[src/hw/rtl/adaptive_contrast_enhance_unit_assert.svh]
// ----------------------------------------------------------------------------
// Assertion macros for the adaptive contrast enhancement unit
// Checks use the aclk clock and are disabled while aresetn is low.
// ----------------------------------------------------------------------------
`ifndef ADAPTIVE_CONTRAST_ENHANCE_UNIT_ASSERT_SVH
`define ADAPTIVE_CONTRAST_ENHANCE_UNIT_ASSERT_SVH

// Same-cycle implication
`define ACE_ASSERT_IMP(lbl, ante, cons) \
    lbl: assert property (@(posedge aclk) disable iff (!aresetn) (ante) |-> (cons)) \
        else $error("ace: same-cycle check failed");

// Next-cycle implication
`define ACE_ASSERT_NXT(lbl, ante, cons) \
    lbl: assert property (@(posedge aclk) disable iff (!aresetn) (ante) |=> (cons)) \
        else $error("ace: next-cycle check failed");

`endif

[src/hw/rtl/ace_pkg.sv]
// ----------------------------------------------------------------------------
// ace_pkg
// Shared constants, codes, command and status types of the contrast unit.
// ----------------------------------------------------------------------------
`timescale 1ns / 1ps

package ace_pkg;

    localparam int FRAME_ROWS  = 64;
    localparam int FRAME_COLS  = 64;
    localparam int MAX_WINDOW  = 15;
    localparam int POS_W       = 6;
    localparam int PIX_W       = 8;
    localparam int ADDR_W      = 2 * POS_W;
    localparam int STORE_DEPTH = FRAME_ROWS * FRAME_COLS;
    localparam int DIM_W       = 7;
    localparam int WIN_W       = 4;
    localparam int GAIN_W      = 8;
    localparam int SUM_W       = 20;
    localparam int S_TDATA_W   = 24;
    localparam int M_TDATA_W   = 16;
    localparam int CFG_IDX_W   = 2;
    localparam int CFG_DATA_W  = 8;
    localparam int DIV_NUM_W   = 48;
    localparam int DIV_DEN_W   = 19;
    localparam int DIV_CNT_W   = 6;
    localparam int SQRT_STEPS  = 16;
    localparam int CNT_W       = 5;

    typedef enum logic [1:0] {
        OP_CLEAR   = 2'd0,
        OP_LOAD    = 2'd1,
        OP_ENHANCE = 2'd2
    } op_t;

    typedef enum logic [CFG_IDX_W-1:0] {
        CFG_FRAME_WIDTH  = 2'd0,
        CFG_FRAME_HEIGHT = 2'd1,
        CFG_WINDOW_SIZE  = 2'd2,
        CFG_MAX_GAIN     = 2'd3
    } cfg_idx_t;

    typedef enum logic [1:0] {
        DIV_MEAN  = 2'd0,
        DIV_VAR   = 2'd1,
        DIV_GMEAN = 2'd2,
        DIV_GAIN  = 2'd3
    } div_sel_t;

    typedef enum logic [3:0] {
        ST_IDLE,
        ST_BACK,
        ST_SCAN,
        ST_DRAIN,
        ST_MUL,
        ST_DIFF,
        ST_DIV_MEAN,
        ST_DIV_VAR,
        ST_SQRT,
        ST_DIV_GMEAN,
        ST_DIV_GAIN,
        ST_PROD,
        ST_FINAL,
        ST_OUT
    } state_t;

    typedef struct packed {
        logic     sum_clr;
        logic     load;
        logic     capture;
        logic     set_err;
        logic     back;
        logic     rd_win;
        logic     row_end;
        logic     mul;
        logic     diff;
        logic     set_flat;
        logic     div_start;
        logic     div_latch;
        div_sel_t div_sel;
        logic     sqrt_init;
        logic     sqrt_step;
        logic     prod;
        logic     final_res;
        logic     out_load;
    } ace_cmd_t;

    typedef struct packed {
        logic [1:0] op;
        logic       enh_bad;
        logic [2:0] half;
        logic       flat;
        logic       div_busy;
        logic       out_valid;
    } ace_stat_t;

    typedef struct packed {
        logic [POS_W-1:0] pos;
        logic             rev;
    } refl_t;

    // One step of a mirrored walk: edge index repeats, then direction flips
    function automatic refl_t refl_step(input logic [POS_W-1:0] pos, input logic rev,
                                        input logic [POS_W-1:0] last, input logic fwd);
        refl_t r;
        r.pos = pos;
        r.rev = rev;
        if (fwd ^ rev) begin
            if (pos == last) r.rev = ~rev;
            else             r.pos = pos + 1'b1;
        end else begin
            if (pos == '0) r.rev = ~rev;
            else           r.pos = pos - 1'b1;
        end
        return r;
    endfunction

endpackage

[src/hw/rtl/ace_ctrl.sv]
// ----------------------------------------------------------------------------
// ace_ctrl
// Controller: sequences load, window scan and the arithmetic of one item.
// ----------------------------------------------------------------------------
`timescale 1ns / 1ps

module ace_ctrl (
    input  logic               aclk,
    input  logic               aresetn,
    input  logic               s_tvalid,
    output logic               s_tready,
    input  logic               m_tready,
    input  ace_pkg::ace_stat_t stat,
    output ace_pkg::ace_cmd_t  cmd
);

    ace_pkg::state_t state_reg, state_next;
    logic [ace_pkg::CNT_W-1:0] cnt_reg, cnt_next;
    logic [3:0]                rc_reg, rc_next;
    logic [3:0]                cc_reg, cc_next;
    logic [3:0]                side_last;
    logic                      row_end;
    logic                      accept;

    assign side_last = {stat.half, 1'b0};
    assign row_end   = (cc_reg == side_last);
    assign accept    = (state_reg == ace_pkg::ST_IDLE) && s_tvalid;

    // State and counters
    always_ff @(posedge aclk) begin
        if (!aresetn) begin
            state_reg <= ace_pkg::ST_IDLE;
            cnt_reg   <= '0;
            rc_reg    <= '0;
            cc_reg    <= '0;
        end else begin
            state_reg <= state_next;
            cnt_reg   <= cnt_next;
            rc_reg    <= rc_next;
            cc_reg    <= cc_next;
        end
    end

    // Next state
    always_comb begin
        state_next = state_reg;
        cnt_next   = cnt_reg;
        rc_next    = rc_reg;
        cc_next    = cc_reg;
        unique case (state_reg)
            ace_pkg::ST_IDLE: begin
                cnt_next = '0;
                rc_next  = '0;
                cc_next  = '0;
                if (accept && stat.op == ace_pkg::OP_ENHANCE) begin
                    if (stat.enh_bad)          state_next = ace_pkg::ST_OUT;
                    else if (stat.half == '0)  state_next = ace_pkg::ST_SCAN;
                    else                       state_next = ace_pkg::ST_BACK;
                end
            end
            ace_pkg::ST_BACK: begin
                cnt_next = cnt_reg + 1'b1;
                if (cnt_reg == ace_pkg::CNT_W'(stat.half - 1'b1)) begin
                    cnt_next   = '0;
                    state_next = ace_pkg::ST_SCAN;
                end
            end
            ace_pkg::ST_SCAN: begin
                if (row_end) begin
                    cc_next = '0;
                    rc_next = rc_reg + 1'b1;
                    if (rc_reg == side_last) begin
                        state_next = ace_pkg::ST_DRAIN;
                    end
                end else begin
                    cc_next = cc_reg + 1'b1;
                end
            end
            ace_pkg::ST_DRAIN: state_next = ace_pkg::ST_MUL;
            ace_pkg::ST_MUL:   state_next = ace_pkg::ST_DIFF;
            ace_pkg::ST_DIFF: begin
                state_next = stat.flat ? ace_pkg::ST_OUT : ace_pkg::ST_DIV_MEAN;
            end
            ace_pkg::ST_DIV_MEAN, ace_pkg::ST_DIV_VAR,
            ace_pkg::ST_DIV_GMEAN, ace_pkg::ST_DIV_GAIN: begin
                if (cnt_reg == '0) begin
                    cnt_next = 5'd1;
                end else if (!stat.div_busy) begin
                    cnt_next = '0;
                    case (state_reg)
                        ace_pkg::ST_DIV_MEAN:  state_next = ace_pkg::ST_DIV_VAR;
                        ace_pkg::ST_DIV_VAR:   state_next = ace_pkg::ST_SQRT;
                        ace_pkg::ST_DIV_GMEAN: state_next = ace_pkg::ST_DIV_GAIN;
                        default:               state_next = ace_pkg::ST_PROD;
                    endcase
                end
            end
            ace_pkg::ST_SQRT: begin
                cnt_next = cnt_reg + 1'b1;
                if (cnt_reg == ace_pkg::CNT_W'(ace_pkg::SQRT_STEPS)) begin
                    cnt_next   = '0;
                    state_next = ace_pkg::ST_DIV_GMEAN;
                end
            end
            ace_pkg::ST_PROD:  state_next = ace_pkg::ST_FINAL;
            ace_pkg::ST_FINAL: state_next = ace_pkg::ST_OUT;
            ace_pkg::ST_OUT: begin
                if (!stat.out_valid || m_tready) begin
                    state_next = ace_pkg::ST_IDLE;
                end
            end
            default: state_next = ace_pkg::ST_IDLE;
        endcase
    end

    // Commands
    always_comb begin
        cmd      = '0;
        s_tready = 1'b0;
        unique case (state_reg)
            ace_pkg::ST_IDLE: begin
                s_tready = 1'b1;
                if (accept) begin
                    case (stat.op)
                        ace_pkg::OP_CLEAR: cmd.sum_clr = 1'b1;
                        ace_pkg::OP_LOAD:  cmd.load    = 1'b1;
                        ace_pkg::OP_ENHANCE: begin
                            cmd.set_err = stat.enh_bad;
                            cmd.capture = !stat.enh_bad;
                        end
                        default: ;
                    endcase
                end
            end
            ace_pkg::ST_BACK: cmd.back = 1'b1;
            ace_pkg::ST_SCAN: begin
                cmd.rd_win  = 1'b1;
                cmd.row_end = row_end;
            end
            ace_pkg::ST_DRAIN: ;
            ace_pkg::ST_MUL:   cmd.mul = 1'b1;
            ace_pkg::ST_DIFF: begin
                cmd.diff     = 1'b1;
                cmd.set_flat = stat.flat;
            end
            ace_pkg::ST_DIV_MEAN, ace_pkg::ST_DIV_VAR,
            ace_pkg::ST_DIV_GMEAN, ace_pkg::ST_DIV_GAIN: begin
                case (state_reg)
                    ace_pkg::ST_DIV_MEAN:  cmd.div_sel = ace_pkg::DIV_MEAN;
                    ace_pkg::ST_DIV_VAR:   cmd.div_sel = ace_pkg::DIV_VAR;
                    ace_pkg::ST_DIV_GMEAN: cmd.div_sel = ace_pkg::DIV_GMEAN;
                    default:               cmd.div_sel = ace_pkg::DIV_GAIN;
                endcase
                cmd.div_start = (cnt_reg == '0);
                cmd.div_latch = (cnt_reg != '0) && !stat.div_busy;
            end
            ace_pkg::ST_SQRT: begin
                cmd.sqrt_init = (cnt_reg == '0);
                cmd.sqrt_step = (cnt_reg != '0);
            end
            ace_pkg::ST_PROD:  cmd.prod      = 1'b1;
            ace_pkg::ST_FINAL: cmd.final_res = 1'b1;
            ace_pkg::ST_OUT:   cmd.out_load  = !stat.out_valid || m_tready;
            default: ;
        endcase
    end

endmodule

[config.mk]
export PLATFORM = sky130hd
export DESIGN_NAME = ace_ctrl
export DESIGN_NICKNAME = d
export VERILOG_FILES = /design/src/hw/rtl/adaptive_contrast_enhance_unit_assert.svh /design/src/hw/rtl/ace_pkg.sv /design/src/hw/rtl/ace_ctrl.sv
export SDC_FILE = /design/constraint.sdc
export NUM_CORES = 1
export LEC_CHECK = 0
export BUFFER_PORTS_ARGS = -buffer_cell sky130_fd_sc_hd__buf_2
export CAP_MARGIN = 15
export CORE_ASPECT_RATIO = 1.25
export CORE_MARGIN = 1.5
export CORE_UTILIZATION = 28
export DETAILED_ROUTE_END_ITERATION = 7
export GPL_ROUTABILITY_DRIVEN = 0
export GPL_TIMING_DRIVEN = 0
export SETUP_SLACK_MARGIN = 0.1
export SLEW_MARGIN = 10
export SYNTH_ARGS = -nofsm -noshare
export SYNTH_HDL_FRONTEND = slang
export SYNTH_SLANG_ARGS = --single-unit
[constraint.sdc]
create_clock -name aclk -period 4.3 [get_ports aclk]
set_input_delay 0.645 -clock aclk [delete_from_list [all_inputs] [get_ports aclk]]
set_output_delay 0.645 -clock aclk [all_outputs]
set_load 0.01 [all_outputs]
# == Word-level counts from Yosys, hierarchy flattened ==
# Index checks and enable logic that the tools add are counted.
# totals
reg_bits,17
input_bits,13
output_inout_bits,20
elab_cells,92
# op_classes
n_addsub,4
n_eq_ne,28
muxes,38
n_reduce_logical,18
# op_table
operator,count
4-bit two-way mux,15
4-bit case mux with 11 select lines,1
"4-bit equality test, second input constant",6
5-bit two-way mux,4
5-bit case mux with 4 select lines,1
"4-bit by 3-bit equality test with 1-bit output, second input constant",4
4-bit case mux with 2 select lines,2
"2-bit inequality test, second input constant",7
4-bit case mux with 3 select lines,1
2-bit two-way mux,5
"4-bit by 1-bit adder with 4-bit output, second input constant",2
"4-bit by 2-bit equality test with 1-bit output, second input constant",2
4-bit equality test,2
1-bit two-way mux,8
8-bit AND reduction,1
2-bit case mux with 3 select lines,1
"5-bit by 1-bit adder with 5-bit output, second input constant",1
5-bit equality test,1
"5-bit equality test, second input constant",1
5-bit logical NOT,1
5-bit nonzero test,1
"4-bit by 1-bit equality test with 1-bit output, second input constant",1
4-bit logical NOT,1
2-bit AND reduction,2
other kinds (13),17

# == Longest topological paths before layout ==
# Gate-level depths: netlist of run 1.
# logic_depth
ltp_word,5
mapped_depth,10

# == Worst setup path after synthesis of run 1 ==
# Ideal clock, no wire load.
# synth_path
path_type,input-to-output
startpoint,input stat[3] (netlist bit)
endpoint,output cmd[12] (netlist bit)
arrival_time_ns,1.680
required_time_ns,3.655
setup_slack_ns,1.975
path_stages,4
path_buffers,1
cell_sequence,buf_2 xor2_1 or4_4 nor2_1
# synth_rtl
element,line_no,text
from (decl),ace_ctrl.sv:13,"input ace_pkg::ace_stat_t stat,"
to (decl),ace_ctrl.sv:14,output ace_pkg::ace_cmd_t cmd

==> results of run 1 <==
## cells in the final DEF, fill, tap and decap left out, drive strengths merged, types with 4 or more instances in the layout
cell type,netlist,routed
xnor2,5,5
nor2,18,18
clkbuf,4,7
o21ai,12,12
nand2b,5,5
dfxtp,17,17
and3,4,4
a21oi,7,7
buf,7,38
nand3,5,5
nand2,16,16
ha,6,6
xor2,6,6
inv,15,15
nor3,8,8
## power by group through the flow
| stage | clock network (mW) | logic (mW) | registers (mW) |
|---|---|---|---|
| 2_1_floorplan | 0 | 0.451 | 0.199 |
| 3_3_place_gp | 0 | 0.591 | 0.203 |
| 3_5_place_dp | 0 | 0.591 | 0.203 |
| 4_1_cts | 0.126 | 0.596 | 0.200 |
| 5_1_grt | 0.134 | 0.655 | 0.202 |
| 6_report | 0.123 | 0.597 | 0.200 |
## routing by layer
layer / vias up / GRT usage / wire [um]
li1: 753 / - / -
met1: 687 / 0.171 / 1730
met2: 40 / 0.223 / 1780
met3: 7 / 0.0241 / 196
met4: 0 / 0.0545 / 66
met5: - / 0 / 0
## tightest hold or removal path, cell delays in order, from the launching register on
cell	delay, ns
sky130_fd_sc_hd__dfxtp_1	0.34
sky130_fd_sc_hd__nand2_1	0.06
sky130_fd_sc_hd__a21oi_1	0.05
## area by class of cell
cell class | count | share of cell area
well taps | 62 | 0.0442
clock inverters | 1 | 0.00285
clock buffers | 3 | 0.0235
flip-flops and latches | 17 | 0.194
multi-input cells | 145 | 0.580
plain buffers | 11 | 0.0349
repair buffers | 31 | 0.0884
inverters | 15 | 0.0321
## worst paths after layout
kind / from / endpoint / slack (ns)
worst max-delay path: state_reg[0] / cmd[5] / 1.75
worst max register to register: cnt_reg[0] / state_reg[0] / 2.06
worst min-delay path: cc_reg[2] / cc_reg[2] / 0.49
worst min register to register: cc_reg[2] / cc_reg[2] / 0.49
## cells by family after synthesis
group | after synthesis | share of synthesized area
compound gates | 46 | 0.243
xor+xnor | 11 | 0.0653
fa+ha+maj | 6 | 0.0508
buf+inv | 26 | 0.0797
flops | 17 | 0.231
mux | 5 | 0.0356
simple gates | 77 | 0.295
## through the flow
| step | util | total power, mW | std cells | hold slack, ns |
|---|---|---|---|---|
| final | 0.346 | 0.920 | 285 | 0.492 |
| after CTS | 0.346 | 0.922 | 285 | 0.500 |
| after global routing | 0.346 | 0.991 | 285 | 0.537 |
| after detailed placement | 0.336 | 0.794 | 281 | 0.490 |
| after floorplan | - | 0.650 | 188 | 0.460 |
| after global placement | 0.336 | 0.794 | 281 | 0.485 |
==> impl_summary.log, run 1 <==
INFO  metric avgRoutedWirePerCell = 13.2 um
INFO  metric share_comb_of_total_power = 0.649
INFO  metric clock_tree.root_cell = sky130_fd_sc_hd__clkbuf_8
INFO  metric tritoncts = yes
INFO  metric rsz_0062_raised_after_global_routing = no
INFO  metric setup_violators_final = 0
INFO  metric layout_cell_share_with_drive_strength_beyond_1 = 0.251
INFO  metric yosys-top-cells-area = sky130_fd_sc_hd__dfxtp_1 (23%), sky130_fd_sc_hd__ha_1 (5.1%), sky130_fd_sc_hd__nor2_1 (4.6%)
INFO  metric synth.most_common_cell = sky130_fd_sc_hd__nor2_1
INFO  metric seq_area_frac_synth = 0.231
INFO  metric dr_total_vias = 1487
INFO  metric p_switching = 0.448 mW
INFO  metric core.rowCount = 29
INFO  metric io-pin-count = 33
INFO  metric postSynthRegisterBits = 17
INFO  metric worst-path-max-fanout = 10
INFO  metric hold_viol_final = 0
INFO  metric timing.setup.tns = 0 ns
INFO  metric post_cts_hold_buffer_count = 0
INFO  metric status = complete, no violations
INFO  metric layout.area.seq = 340 sq um
INFO  metric grt_antenna_before_repair = 0
INFO  metric die_area = 5720 sq um
INFO  metric multiInputGateArea = 1020 sq um
INFO  metric drtPass1Iterations = 4
INFO  metric grt-ovfl-total = 0
INFO  metric syn_nets = 207
INFO  metric drtIter0Drc = 108
INFO  metric switching_part_of_the_total = 0.487
INFO  metric synthTopCellsByCount = sky130_fd_sc_hd__nor2_1 (18), sky130_fd_sc_hd__dfxtp_1 (17), sky130_fd_sc_hd__inv_1 (15), sky130_fd_sc_hd__nand2_1 (15), sky130_fd_sc_hd__o21ai_0 (10)
INFO  metric sequentialPowerShare = 0.217
INFO  metric yosys.cell_types.count = 57
INFO  metric crit_arrival = 1.90 ns
INFO  metric synth.yosys.warnings = 0
INFO  metric postSynthCellCount = 188
INFO  metric wirelength = 3770 um
INFO  metric synth_enable_flop_cells = 0
INFO  metric place.port_buffers = 31
INFO  metric total_number_of_nets_in_the_final_design = 243
INFO  metric worst_path_largest_cell_delay = 0.42 ns
INFO  metric layout-area-overhead-vs-synth = 18.9%
INFO  metric most_repeated_library_cell_on_the_critical_path = sky130_fd_sc_hd__buf_2
INFO  metric path_buf_inv = 3
INFO  metric p_int = 0.472 mW
INFO  metric stdcell_area = 1760 sq um
INFO  metric end_kind = primary output
INFO  metric critical_path_cell_by_cell = buf_2 > clkbuf_1 > mux2_2 > nor2_1 > buf_2
INFO  metric cts.sinks = 17
INFO  metric synth_top_area_frac = 0.231
INFO  metric grt_pass1_vias = 1395
INFO  metric floorplan.initialDensity = 0.291
INFO  metric p_leak = 0.766 nW
INFO  metric timing.final.ws_setup = 1.75 ns
INFO  metric post-dp-hpwl = 2900 um
INFO  metric async_reset_ff_frac = 0
INFO  metric fp.dieH = 84.2 um
INFO  metric critical_path.top_delay_family = buffers and inverters
INFO  metric grt_first_pass_wirelength = 6130 um
INFO  metric post_cts_resize_count = 0
INFO  metric placement.cell_area = 1710 sq um
INFO  metric synthFlopType = sky130_fd_sc_hd__dfxtp_1
INFO  metric reg2regPathDepth = 7
INFO  metric critical-path-slowest-cell = sky130_fd_sc_hd__clkbuf_1
INFO  metric worstSetupPathType = flop to primary output
INFO  metric total_standard_cell_area_after_synthesis = 1480 sq um
INFO  metric cts_setup_buffers = 0
INFO  metric p_clk_frac = 0.134
INFO  metric place_ws = 1.83 ns
INFO  metric vdd_drop_max = 0.201 mV
INFO  metric cts-htree-levels = 1
INFO  metric max_freq = 392 MHz
INFO  metric critical_path_depth = 5
INFO  metric timing.max_slew.rel_slack = 0.597
INFO  metric maximum_number_of_pins_on_one_net_before_global_route_repair = 11
INFO  metric max-cap-violations = 0
INFO  metric die-width = 68.0 um
INFO  metric cts_made_buffers = 3
INFO  metric remaining_drc_errors = 0
INFO  metric antenna_violating_nets_post_route = 0
INFO  metric p_per_area = 524 nW/um^2
INFO  metric clock_path_buffers = 2
INFO  metric worst_slew_pin_slew = 0.604 ns
INFO  metric fp.coreArea = 5080 sq um
INFO  metric yosys.area.top_type = sky130_fd_sc_hd__dfxtp_1
INFO  metric setup.worst_path.start_class = flop
INFO  metric globalRouteTotalUtil = 0.136
INFO  metric min_path_type = flop to flop
INFO  metric timing.critical_path.required = 3.65 ns
INFO  metric worst_setup_hold_path_clk_slew = 0.07 ns
INFO  metric antenna_cells = 0
INFO  metric max_slew_violation_count = 0
INFO  metric drt-vias-per-instance = 5.22
INFO  metric hold_path_stages = 2
INFO  metric fillerInstances = 557
INFO  metric min_period_over_period = 0.593
INFO  metric timing.clock.skew = 0.00539 ns
INFO  metric finalWorstPathRequiredPeriod = 2.55 ns
INFO  metric clk-insertion-delay-late = 0.26 ns
INFO  metric largest_register_ff_count = 5
INFO  metric avgSynthCellArea = 7.85 sq um
(Power assumes the default switching activity.)
==> inputs of run 2 (changes only) <==
--- a/config.mk
+++ b/config.mk
@@ -5,6 +5,7 @@
 export SDC_FILE = /design/constraint.sdc
 export NUM_CORES = 1
 export LEC_CHECK = 0
+export ABC_AREA = 1
 export BUFFER_PORTS_ARGS = -buffer_cell sky130_fd_sc_hd__buf_2
 export CAP_MARGIN = 15
 export CORE_ASPECT_RATIO = 1.25
==> constraint.sdc (replaced) <==
create_clock -name aclk -period 2.2 [get_ports aclk]
set_input_delay 0.33 -clock aclk [delete_from_list [all_inputs] [get_ports aclk]]
set_output_delay 0.33 -clock aclk [all_outputs]
set_load 0.01 [all_outputs]
==> impl_summary.log, run 2 <==
INFO  metric status = complete, no violations
INFO  metric synthTopCellsByCount = sky130_fd_sc_hd__nand2_1 (66), sky130_fd_sc_hd__inv_1 (38), sky130_fd_sc_hd__nor2_1 (35)
INFO  metric p_per_area = 1030 nW/um^2 (+97%)
INFO  metric p_leak = 0.952 nW (+24%)
INFO  metric finalWorstPathRequiredPeriod = 1.95 ns
INFO  metric place.port_buffers = 31 (unchanged)
INFO  metric min_path_type = input pin to flop
INFO  metric grt-ovfl-total = 0 (unchanged)
INFO  metric die_area = 5650 sq um (-1.3%)
INFO  metric async_reset_ff_frac = 0 (unchanged)
INFO  metric remaining_drc_errors = 0 (unchanged)
INFO  metric synth_top_area_frac = 0.234 (+0.00317)
INFO  metric post-dp-hpwl = 3000 um (+3.4%)
INFO  metric p_switching = 0.933 mW (+110%)
INFO  metric share_comb_of_total_power = 0.617 (-0.032)
INFO  metric clock_tree.root_cell = sky130_fd_sc_hd__clkbuf_8
INFO  metric cts-htree-levels = 1 (unchanged)
INFO  metric io-pin-count = 33 (unchanged)
INFO  metric setup.worst_path.start_class = flop
INFO  metric timing.setup.tns = 0 ns (unchanged)
INFO  metric floorplan.initialDensity = 0.289 (-0.00188)
INFO  metric reg2regPathDepth = 11 (+4)
INFO  metric core.rowCount = 29 (unchanged)
INFO  metric vdd_drop_max = 0.484 mV (+140%)
INFO  metric post_cts_hold_buffer_count = 0 (unchanged)
INFO  metric syn_nets = 268 (+29%)
INFO  metric cts_made_buffers = 3 (unchanged)
INFO  metric layout_cell_share_with_drive_strength_beyond_1 = 0.236 (-0.0152)
INFO  metric rsz_0062_raised_after_global_routing = no
INFO  metric sequentialPowerShare = 0.250 (+0.033)
INFO  metric worst_setup_hold_path_clk_slew = 0.07 ns (about the same)
INFO  metric antenna_violating_nets_post_route = 0 (unchanged)
INFO  metric drtIter0Drc = 55 (-49%)
INFO  metric yosys.cell_types.count = 26 (-54%)
INFO  metric avgRoutedWirePerCell = 10.5 um (-21%)
INFO  metric crit_arrival = 1.62 ns (-0.28 ns)
INFO  metric cts_setup_buffers = 0 (unchanged)
INFO  metric timing.final.ws_setup = 0.247 ns (-1.50 ns)
INFO  metric p_clk_frac = 0.133 (about the same)
INFO  metric cts.sinks = 17 (unchanged)
INFO  metric synth.most_common_cell = sky130_fd_sc_hd__nand2_1
INFO  metric largest_register_ff_count = 5 (unchanged)
INFO  metric postSynthCellCount = 249 (+32%)
INFO  metric worstSetupPathType = flop to primary output
INFO  metric hold_viol_final = 0 (unchanged)
INFO  metric clk-insertion-delay-late = 0.25 ns (about the same)
INFO  metric placement.cell_area = 1690 sq um (-1.2%)
INFO  metric yosys.area.top_type = sky130_fd_sc_hd__dfxtp_1
INFO  metric timing.critical_path.required = 1.87 ns (-1.78 ns)
INFO  metric grt_pass1_vias = 1399 (+0.29%)
INFO  metric fp.dieH = 83.6 um (-0.65%)
INFO  metric timing.max_slew.rel_slack = 0.768 (+0.171)
INFO  metric max-cap-violations = 0 (unchanged)
INFO  metric drtPass1Iterations = 4 (unchanged)
INFO  metric avgSynthCellArea = 5.85 sq um (-26%)
INFO  metric antenna_cells = 0 (unchanged)
INFO  metric stdcell_area = 1740 sq um (-0.64%)
INFO  metric switching_part_of_the_total = 0.518 (+0.0311)
INFO  metric setup_violators_final = 0 (unchanged)
INFO  metric p_int = 0.869 mW (+84%)
INFO  metric maximum_number_of_pins_on_one_net_before_global_route_repair = 10 (-1)
INFO  metric synth_enable_flop_cells = 0 (unchanged)
INFO  metric max_slew_violation_count = 0 (unchanged)
INFO  metric min_period_over_period = 0.888
INFO  metric clock_path_buffers = 2 (unchanged)
INFO  metric drt-vias-per-instance = 4.41 (-16%)
INFO  metric fp.coreArea = 5040 sq um (-0.71%)
INFO  metric seq_area_frac_synth = 0.234 (+0.00317)
INFO  metric most-common-layout-cells = sky130_fd_sc_hd__nand2_1 (66), sky130_fd_sc_hd__inv_1 (38), sky130_fd_sc_hd__nor2_1 (35)
INFO  metric most_common_library_cell_in_the_layout_ignoring_fill_and_taps = sky130_fd_sc_hd__nand2_1
INFO  metric dr_total_vias = 1525 (+2.6%)
INFO  metric synth.yosys.warnings = 0 (unchanged)
INFO  metric place_ws = 0.138 ns (-1.69 ns)
INFO  metric wirelength = 3640 um (-3.6%)
INFO  metric yosys-top-cells-area = sky130_fd_sc_hd__dfxtp_1 (23%), sky130_fd_sc_hd__nand2_1 (17%), sky130_fd_sc_hd__inv_1 (9.8%)
INFO  metric postSynthRegisterBits = 17 (unchanged)
INFO  metric total_number_of_nets_in_the_final_design = 304 (+25%)
INFO  metric layout-area-overhead-vs-synth = 19.8%
INFO  metric total_standard_cell_area_after_synthesis = 1460 sq um (-1.4%)
INFO  metric grt_antenna_before_repair = 0 (unchanged)
INFO  metric max_freq = 512 MHz
INFO  metric globalRouteTotalUtil = 0.136 (+0.000730)
INFO  metric tritoncts = yes
INFO  metric timing.clock.skew = 0.00138 ns (-0.00401 ns)
INFO  metric synthFlopType = sky130_fd_sc_hd__dfxtp_1
INFO  metric hold_path_stages = 3 (+1)
INFO  metric worst_slew_pin_slew = 0.347 ns (-0.257 ns)
INFO  metric grt_first_pass_wirelength = 6080 um (-0.80%)
INFO  metric end_kind = primary output
INFO  metric die-width = 67.5 um (-0.65%)
INFO  metric worst-path-max-fanout = 6 (-4)
-- run 2: changes by cell type after synthesis, moves of 9 or more --
cell                      previous run  this run
sky130_fd_sc_hd__nor2_1             18        35
sky130_fd_sc_hd__a21oi_1             7        17
sky130_fd_sc_hd__nand2_2             1        10
sky130_fd_sc_hd__nand3_1             5        14
sky130_fd_sc_hd__nand2_1            15        66
sky130_fd_sc_hd__inv_2               0         9
sky130_fd_sc_hd__inv_1              15        38
-- run 2: cells by family (layout without fill, tap and decap cells) --
kind of cell,after synthesis,after routing,synth area share
simple gates,140,140,0.434
flops,17,17,0.234
compound gates,32,32,0.125
buf+inv,50,85,0.132
xor+xnor,4,4,0.0241
fa+ha+maj,6,6,0.0515
-- run 2: metal layers --
metal	global-route usage	vias to the layer above	wire length [um]
met5	0	-	0
met4	0.0353	0	23
met3	0.0148	2	128
met2	0.225	31	1710
met1	0.185	654	1770
li1	-	838	-
-- run 2: worst paths after layout --
path	end	from	slack, ns
worst max-delay path	cmd[18]	state_reg[2]	0.25
worst min-delay path	state_reg[2]	aresetn	0.38
worst max register to register	state_reg[0]	cnt_reg[0]	0.66
worst min register to register	cc_reg[3]	cc_reg[3]	0.48
-- run 2: power groups by stage --
stage               clock, mW  sequential [mW]  combinational (mW)
floorplan                   0            0.441               0.837
global placement            0            0.457                1.09
detailed placement          0            0.458                1.10
CTS                     0.245            0.451                1.10
global route            0.257            0.462                1.26
finish                  0.240            0.450                1.11
-- run 2: stage by stage --
| stage | total power [mW] | hold slack [ns] | std cells | utilization |
|---|---|---|---|---|
| 4_1_cts | 1.80 | 0.384 | 346 | 0.344 |
| 3_3_place_gp | 1.55 | 0.471 | 342 | 0.335 |
| 3_5_place_dp | 1.56 | 0.475 | 342 | 0.335 |
| 2_1_floorplan | 1.28 | 0.454 | 249 | - |
| 6_report | 1.80 | 0.375 | 346 | 0.346 |
| 5_1_grt | 1.98 | 0.398 | 346 | 0.346 |
-- run 2: final cells by class --
cell class	count	area [sq um]
flip-flops and latches	17	340
clock buffers	4	45.0
well taps	62	77.6
fillers	574	3300
inverters	48	183
repair buffers	31	155
plain buffers	2	10.0
multi-input cells	182	933
-- run 2: critical path, stage by stage, from the launching register on --
cell	delay, ns
sky130_fd_sc_hd__dfxtp_1	0.41
sky130_fd_sc_hd__nor2_4	0.18
sky130_fd_sc_hd__inv_4	0.07
sky130_fd_sc_hd__nor2_4	0.13
sky130_fd_sc_hd__inv_2	0.09
sky130_fd_sc_hd__nor2_1	0.13
sky130_fd_sc_hd__inv_1	0.07
sky130_fd_sc_hd__nor3_1	0.14
sky130_fd_sc_hd__buf_2	0.16
-- run 2: what timing repair did --
item | 4_1_cts | 5_1_grt
setup endpoints to repair | 0 | 4
resized for setup | 0 | 2
endpoints found under the hold margin | 0 | 0
==> inputs of run 3 (changes only) <==
--- a/config.mk
+++ b/config.mk
@@ -14,6 +14,7 @@
 export DETAILED_ROUTE_END_ITERATION = 7
 export GPL_ROUTABILITY_DRIVEN = 0
 export GPL_TIMING_DRIVEN = 0
+export PLACE_DENSITY_LB_ADDON = 0.12
 export SETUP_SLACK_MARGIN = 0.1
 export SLEW_MARGIN = 10
 export SYNTH_ARGS = -nofsm -noshare
==> impl_summary.log, run 3 (synthesis gave the netlist of run 2 again) <==
INFO  metric cts-htree-levels = 1 (unchanged)
INFO  metric timing.critical_path.required = 1.87 ns (about the same)
INFO  metric p_per_area = 1040 nW/um^2 (+0.82%)
INFO  metric die-width = 67.5 um (unchanged)
INFO  metric worstSetupPathType = flop to primary output
INFO  metric setup_violators_final = 0 (unchanged)
INFO  metric min_path_type = input pin to flop
INFO  metric globalRouteTotalUtil = 0.147 (+0.0109)
INFO  metric finalWorstPathRequiredPeriod = 1.96 ns (+0.00405 ns)
INFO  metric status = complete, no violations
INFO  metric avgRoutedWirePerCell = 11.4 um (+8.4%)
INFO  metric vdd_drop_max = 0.364 mV (-25%)
INFO  metric layout-area-overhead-vs-synth = 20.0%
INFO  metric timing.setup.tns = 0 ns (unchanged)
INFO  metric tritoncts = yes
INFO  metric stdcell_area = 1750 sq um (+0.22%)
INFO  metric max-cap-violations = 0 (unchanged)
INFO  metric dr_total_vias = 1534 (+0.59%)
INFO  metric grt_pass1_vias = 1408 (+0.64%)
INFO  metric hold_viol_final = 0 (unchanged)
INFO  metric clock_path_buffers = 2 (unchanged)
INFO  metric rsz_0062_raised_after_global_routing = yes
INFO  metric grt_first_pass_wirelength = 6430 um (+5.8%)
INFO  metric end_kind = primary output
INFO  metric max_slew_violation_count = 0 (unchanged)
INFO  metric total_number_of_nets_in_the_final_design = 304 (unchanged)
INFO  metric crit_arrival = 1.63 ns (about the same)
INFO  metric worst_setup_hold_path_clk_slew = 0.08 ns (about the same)
INFO  metric io-pin-count = 33 (unchanged)
INFO  metric placement.cell_area = 1690 sq um (unchanged)
INFO  metric drtIter0Drc = 63 (+15%)
INFO  metric max_freq = 511 MHz (-0.21%)
INFO  metric die_area = 5650 sq um (unchanged)
INFO  metric p_leak = 0.956 nW (+0.41%)
INFO  metric post_cts_resize_count = 0 (unchanged)
INFO  metric grt-ovfl-total = 0 (unchanged)
INFO  metric timing.clock.skew = 0.00614 ns (+0.00476 ns)
INFO  metric largest_register_ff_count = 5 (unchanged)
INFO  metric post-dp-hpwl = 3230 um (+7.7%)
INFO  metric floorplan.initialDensity = 0.289 (unchanged)
INFO  metric setup.worst_path.start_class = flop
INFO  metric grt_antenna_before_repair = 0 (unchanged)
INFO  metric fp.dieH = 83.6 um (unchanged)
INFO  metric cts_made_buffers = 3 (unchanged)
INFO  metric maximum_number_of_pins_on_one_net_before_global_route_repair = 11 (+1)
INFO  metric antenna_violating_nets_post_route = 0 (unchanged)
INFO  metric reg2reg_slack = 0.56 ns (-0.10 ns)
INFO  metric cts_setup_buffers = 0 (unchanged)
INFO  metric fp.coreArea = 5040 sq um (unchanged)
INFO  metric place.port_buffers = 31 (unchanged)
INFO  metric most-common-layout-cells = sky130_fd_sc_hd__nand2_1 (66), sky130_fd_sc_hd__inv_1 (38), sky130_fd_sc_hd__nor2_1 (34)
INFO  metric fillerInstances = 586 (+2.1%)
INFO  metric clock_tree.root_cell = sky130_fd_sc_hd__clkbuf_8
INFO  metric core.rowCount = 29 (unchanged)
INFO  metric drtPass1Iterations = 4 (unchanged)
INFO  metric cts.sinks = 17 (unchanged)
INFO  metric wirelength = 3940 um (+8.4%)
INFO  metric layout_cell_share_with_drive_strength_beyond_1 = 0.243 (+0.00704)
INFO  metric drt-vias-per-instance = 4.43 (+0.59%)
INFO  metric min_period_over_period = 0.889 (+0.00184)
INFO  metric timing.max_slew.rel_slack = 0.786 (+0.0176)
INFO  metric remaining_drc_errors = 0 (unchanged)
INFO  metric post_cts_hold_buffer_count = 0 (unchanged)
INFO  metric worst_slew_pin_slew = 0.321 ns (-0.0264 ns)
INFO  metric most_common_library_cell_in_the_layout_ignoring_fill_and_taps = sky130_fd_sc_hd__nand2_1
INFO  metric clk-insertion-delay-late = 0.25 ns (about the same)
INFO  metric antenna_cells = 0 (unchanged)
INFO  metric worst-path-max-fanout = 4 (-2)
run 3: cell count changes in the layout (fill, tap and decap cells not counted), sizes merged:
cell,change
clkbuf,-1
clkinv,+1
run 3: through the flow:
| stage | power (mW) | setup slack (ns) | util | instances | hold slack (ns) |
|---|---|---|---|---|---|
| 5_1_grt | 2.02 | 0.0791 | 0.347 | 346 | 0.391 |
| 6_report | 1.82 | 0.243 | 0.347 | 346 | 0.388 |
| 2_1_floorplan | 1.28 | 0.449 | - | 249 | 0.454 |
| 4_1_cts | 1.82 | 0.178 | 0.344 | 346 | 0.390 |
| 3_3_place_gp | 1.57 | 0.144 | 0.335 | 342 | 0.471 |
| 3_5_place_dp | 1.57 | 0.149 | 0.335 | 342 | 0.479 |
run 3: worst paths after layout:
| check | start | cells past startpoint | endpoint |
|---|---|---|---|
| setup reg to reg | cnt_reg[0] | 10 | state_reg[1] |
| setup / recovery | cnt_reg[0] | 7 | cmd[4] |
| hold reg to reg | cc_reg[3] | 2 | cc_reg[3] |
| hold / removal | aresetn | 3 | state_reg[3] |
run 3: power breakdown:
| part | switching [mW] | internal (mW) | leakage, nW |
|---|---|---|---|
| sequential | 0.0800 | 0.372 | 0.139 |
| combinational | 0.756 | 0.368 | 0.792 |
| clock | 0.118 | 0.126 | 0.0255 |
run 3: area by class of cell:
| type | instances | area, sq um | share of cell area |
|---|---|---|---|
| Buffer | 2 | 10.0 | 0.00573 |
| Clock buffer | 3 | 41.3 | 0.0236 |
| Clock inverter | 1 | 5.00 | 0.00286 |
| Inverter | 48 | 183 | 0.105 |
| Multi-Input combinational cell | 182 | 936 | 0.535 |
| Sequential cell | 17 | 340 | 0.195 |
| Tap cell | 62 | 77.6 | 0.0444 |
| Timing Repair Buffer | 31 | 155 | 0.0888 |
run 3: per-layer routing:
layer / part of all wire / vias to the layer above / wire length, um / global-route usage
li1: - / 840 / - / -
met1: 0.47 / 661 / 1840 / 0.185
met2: 0.49 / 31 / 1940 / 0.258
met3: 0.034 / 2 / 133 / 0.0121
met4: 0.0074 / 0 / 29 / 0.0445
met5: 0 / - / 0 / 0
run 3: worst max-delay path, cell delays in order, from the launching register on:
cell and delay (ns):
sky130_fd_sc_hd__dfxtp_1 0.36, sky130_fd_sc_hd__inv_1 0.13, sky130_fd_sc_hd__ha_1 0.17, sky130_fd_sc_hd__nand3_1 0.16, sky130_fd_sc_hd__nor2_4 0.15, sky130_fd_sc_hd__inv_1 0.10
sky130_fd_sc_hd__nor3_1 0.15, sky130_fd_sc_hd__buf_2 0.16
